--- config.mk ---
export PLATFORM = sky130hd
export DESIGN_NAME = gtfi_ram
export DESIGN_NICKNAME = d
export VERILOG_FILES = /design/src/hw/rtl/gtfi_ram.sv
export SDC_FILE = /design/constraint.sdc
export NUM_CORES = 2
export LEC_CHECK = 0
export ABC_CLOCK_PERIOD_IN_PS = 4900
export BUFFER_PORTS_ARGS = -buffer_cell sky130_fd_sc_hd__buf_2
export CAP_MARGIN = 10
export CORE_UTILIZATION = 53
export CTS_CLUSTER_DIAMETER = 120
export DETAILED_ROUTE_END_ITERATION = 6
export PLACE_DENSITY_LB_ADDON = 0.2
export SYNTH_ARGS = -nofsm -noshare
export SYNTH_HDL_FRONTEND = slang
export SYNTH_SLANG_ARGS = --single-unit
--- constraint.sdc ---
create_clock -name clk -period 4.9 [get_ports clk]
set_input_delay 0.49 -clock clk [delete_from_list [all_inputs] [get_ports clk]]
set_output_delay 0.49 -clock clk [all_outputs]
set_load 0.01 [all_outputs]
--- src/hw/rtl/gtfi_ram.sv ---
module gtfi_ram #(
  parameter int WIDTH = 16,
  parameter int DEPTH = 256
) (
  input  logic                     clk,
  input  logic                     we,
  input  logic [$clog2(DEPTH)-1:0] waddr,
  input  logic [WIDTH-1:0]         wdata,
  input  logic [$clog2(DEPTH)-1:0] raddr,
  output logic [WIDTH-1:0]         rdata
);

  logic [WIDTH-1:0] mem [DEPTH];

  // One write port, one registered read port
  always_ff @(posedge clk) begin
    if (we) begin
      mem[waddr] <= wdata;
    end
    rdata <= mem[raddr];
  end

endmodule

# After elaboration in Yosys (flattened, before gate mapping)
# Memory sizes are Yosys's and may differ from the RTL's. A register that Yosys moved wholly into a read port is not among the register bits.
# Cells that the tools add are included.
# word_totals
mem_count	1
output_inout_bits	16
elab_cells	3
register_bits	0
input_bits	34
mem_bits_rw	4096
# mem_list
memory	depth	word_bits	read_ports	rd_clocked_by_memory_dff	wr	line_no	text
mem	256	16	1	1	1	13	logic [WIDTH-1:0] mem [DEPTH];
# classes
muxes	2
# op_table
operator	count
$mux W1	2

# Depth between registers and ports, before layout
# logic_depth
word_depth	2
ltp_mapped	12
depth_no_buf	6

# Least setup slack after synthesis
# OpenSTA, ideal clock, no wires.
# synth_timing
kind	in2reg
start	in waddr[3]
end	mem mem[235][0], enable pin
setup_ns	0.388
path_buffers	3
required_time_ns	4.512
slack_ns	2.245
arrival_ns	2.267
path_stages	6
cell_sequence	clkbuf_1 > nor2b_1 > clkbuf_1 > nand4_1 > clkbuf_1 > nor2_1
# synth_rtl
element	line_no	text
start, declared	7	input logic [$clog2(DEPTH)-1:0] waddr,
end, declared	13	
# Straight into the memory's write port.

==> flow_metrics.py <==
metrics = {
    "worst_setup_path": {
        "cp-end-kind": "register",
        "rr_startpoint": "mem[3][10]",
        "critical_path.max_fanout": 52,
        "crit_type": "in2reg",
        "worstPathArrival_ns": 4.12,
        "cp-startpoint": "raddr[0]",
        "r2r_end": "rdata[10]",
        "worstSetupStartpointType": "input port",
        "worstPathRequired_ns": 5.71,
        "crit_end": "rdata[14]",
        "worstRegToRegCells": 6,
        "reg2reg_slack_ns": 1.86,
    },
    "logic_synthesis": {
        "yosys.area.top_type": "edfxtp_1",
        "synth_seq_cells": 4112,
        "syn-num-nets": 7394,
        "ys_async_sr_fraction": 0,
        "ys_types": 52,
        "synth_edf_count": 4096,
        "synthFlopType": "edfxtp_1",
        "synth-seq-area-share": 0.7770,
        "netlist_top_cells_area": "edfxtp_1, mux4_2, mux2i_1",
        "postSynthAreaPerCell_sq_um": 21.56,
        "synth_warnings": 0,
        "syn_area_sq_um": 158700,
        "synth_top_area_share": 0.7750,
        "postSynthCellCount": 7360,
        "synth_most_common_cell": "edfxtp_1",
        "netlist_top_cells_count": "edfxtp_1, mux4_2, mux2i_1",
    },
    "sta": {
        "report.final.slew_viol_count": 0,
        "fin_hold_ws_ns": 0.01962,
        "period_share": 0.6755,
        "finalCriticalPeriod_ns": 3.310,
        "fin_tns_setup_ns": 0,
        "fmax_mhz": 302.1,
        "setup_viol": 0,
        "hold_viol_final": 0,
        "worst_pin_slew_ns": 1.278,
        "fin_worst_skew_ns": 0.06293,
        "rsz0062_at_grt": "no",
        "max_slew_margin": 0.1477,
    },
    "cells_and_area": {
        "drive_gt1_frac": 0.2592,
        "seqCellArea_sq_um": 123300,
        "area_growth_pct": 13.27,
        "n_fill_cell": 20700,
        "multi_input_area_sq_um": 33040,
        "nets": 7909,
    },
    "clocking": {
        "h-tree-depth": 5,
        "cts.sinks": 4112,
        "path_clk_slew_ns": 0.06,
        "cts_tree": "built",
        "cts_root_buf": "clkbuf_16",
        "post_cts_buffers": 0,
        "worstSkewPairLatency_ns": 0.98,
        "cts_buffers": 412,
        "clock_path_buffers": 4,
    },
    "pwr": {
        "power.density_nw_per_um2": 411.6,
        "swShare": 0.2158,
        "pwr-share-clk": 0.425,
        "power_frac_comb": 0.050,
        "p_sw_uw": 15970,
        "intPower_uw": 58030,
        "vdd_drop_max_uv": 311.5,
        "p_leak_uw": 0.05721,
        "seq_power_share": 0.525,
    },
    "drt": {
        "ant_nets": 0,
        "drt_wl_total_mm": 422.6,
        "viasPerCell": 6.568,
        "routed-via-count": 79970,
        "dr.pass1.iters": 7,
        "wl_per_cell_microns": 34.71,
        "drtIter0Drc": 10640,
        "drc": 2,
    },
    "floorplan": {
        "core_region_area_sq_um": 297300,
        "start_util": 0.5339,
        "die_area_sq_um": 301700,
        "boundaryPins": 50,
        "fp.dieH_microns": 549.2,
        "rows": 200,
        "die_w_microns": 549.2,
    },
    "place": {
        "dp_hpwl_mm": 254.0,
        "gp_congestion": 0.9053,
        "io_buffers": 49,
    },
    "outcome": {
        "failed_checks": "DRC",
        "status": "finished with violations",
    },
    "global_route": {
        "grt_pass1_wl_mm": 596.7,
        "grt_max_degree": 149,
        "grt_usage": 0.2807,
        "grt_pass1_vias": 78400,
        "overflow": 0,
        "antenna_found_initial": 23,
    },
    "min_path": {
        "hold_class": "in2reg",
    },
    "run": {
        "maxCapViolCount": 0,
    },
}
==> sequential cells by signal, indices dropped and copies added, names as in the netlist <==
signal and flops:
mem 4096, rdata 16
==> metrics by stage <==
stage / power, uW / utilization / std cells / setup slack [ns] / instance area (sq um)
finish: 73990 / 0.6047 / 12180 / 1.590 / 179800
global route: 75720 / 0.6047 / 12170 / 1.441 / 179800
CTS: 74300 / 0.6046 / 12160 / 1.593 / 179700
detailed placement: 43290 / 0.5590 / 11390 / 0.5770 / 166200
global placement: 43230 / 0.5590 / 11390 / 0.1533 / 166200
floorplan: 41470 / - / 7360 / 2.245 / 158700
==> metal layers <==
layer / vias to the layer above / routed length, microns / GRT usage
li1: 32360 / - / -
met1: 42570 / 166300 / 0.4061
met2: 4365 / 197900 / 0.4329
met3: 662 / 43020 / 0.05450
met4: 8 / 15320 / 0.09527
met5: - / 50 / 0
==> power groups by stage <==
stage          clock (uW)  sequential [uW]  combinational, uW
6_report            31400            38900               3710
5_1_grt             33000            38800               3850
4_1_cts             31700            38900               3700
3_5_place_dp            0            39600               3690
3_3_place_gp            0            39600               3630
2_1_floorplan           0            39600               1910
==> kinds of logic after synthesis <==
group | Yosys count | synth area share
and+or+nand+nor | 556 | 0.01574
muxes | 1450 | 0.1550
DFF | 4112 | 0.7770
AOI/OAI and AO/OA | 786 | 0.03537
buffers and inverters | 456 | 0.01693
==> placed cells by master, fill, tap and decap left out, types with 32 or more instances in the layout <==
cell type and count:
nor2_1 207, clkbuf_1 81, nand2_1 37, a22oi_1 43, clkinv_2 76, buf_12 57
nor2_2 96, o21ai_0 37, nor3_1 90, a22o_1 32, mux2i_1 565, mux2_2 88
clkbuf_16 415, a21oi_1 175, o22ai_1 148, mux4_2 797, o221ai_1 252, edfxtp_1 4096
bufinv_16 45, clkinv_1 103, buf_4 442
==> timing repair <==
item	CTS	global route
resized for setup	0	0
hold endpoints to repair	137	0
hold buffers	7	0
==> cell type report <==
class,instances,share of cell area
inverter,4,0.0001531
clock buffer,497,0.05953
antenna,16,0.0002227
tap,3939,0.02741
timing repair buffer,553,0.02753
sequential,4112,0.6859
clock inverter,262,0.01542
multi-input combinational,2792,0.1838
==> worst max-delay path, stage by stage <==
cell,delay (ns)
buf_12,0.33
buf_12,0.27
buf_4,0.35
buf_12,0.33
mux4_2,0.57
and3_1,0.19
a2111oi_0,0.73
buf_4,0.24
a21oi_1,0.15
nand4_1,0.32
nor4_1,0.09
==> how the worst min path moves through the flow <==
stage	depth (start not counted)	start	to
floorplan	0	wdata[0]	mem[0][0]
global placement	1	wdata[7]	mem[242][7]
detailed placement	1	wdata[10]	mem[113][10]
CTS	1	wdata[1]	mem[246][1]
global route	1	wdata[1]	mem[246][1]
finish	1	wdata[1]	mem[246][1]
Power figures use the tool's default switching activity.
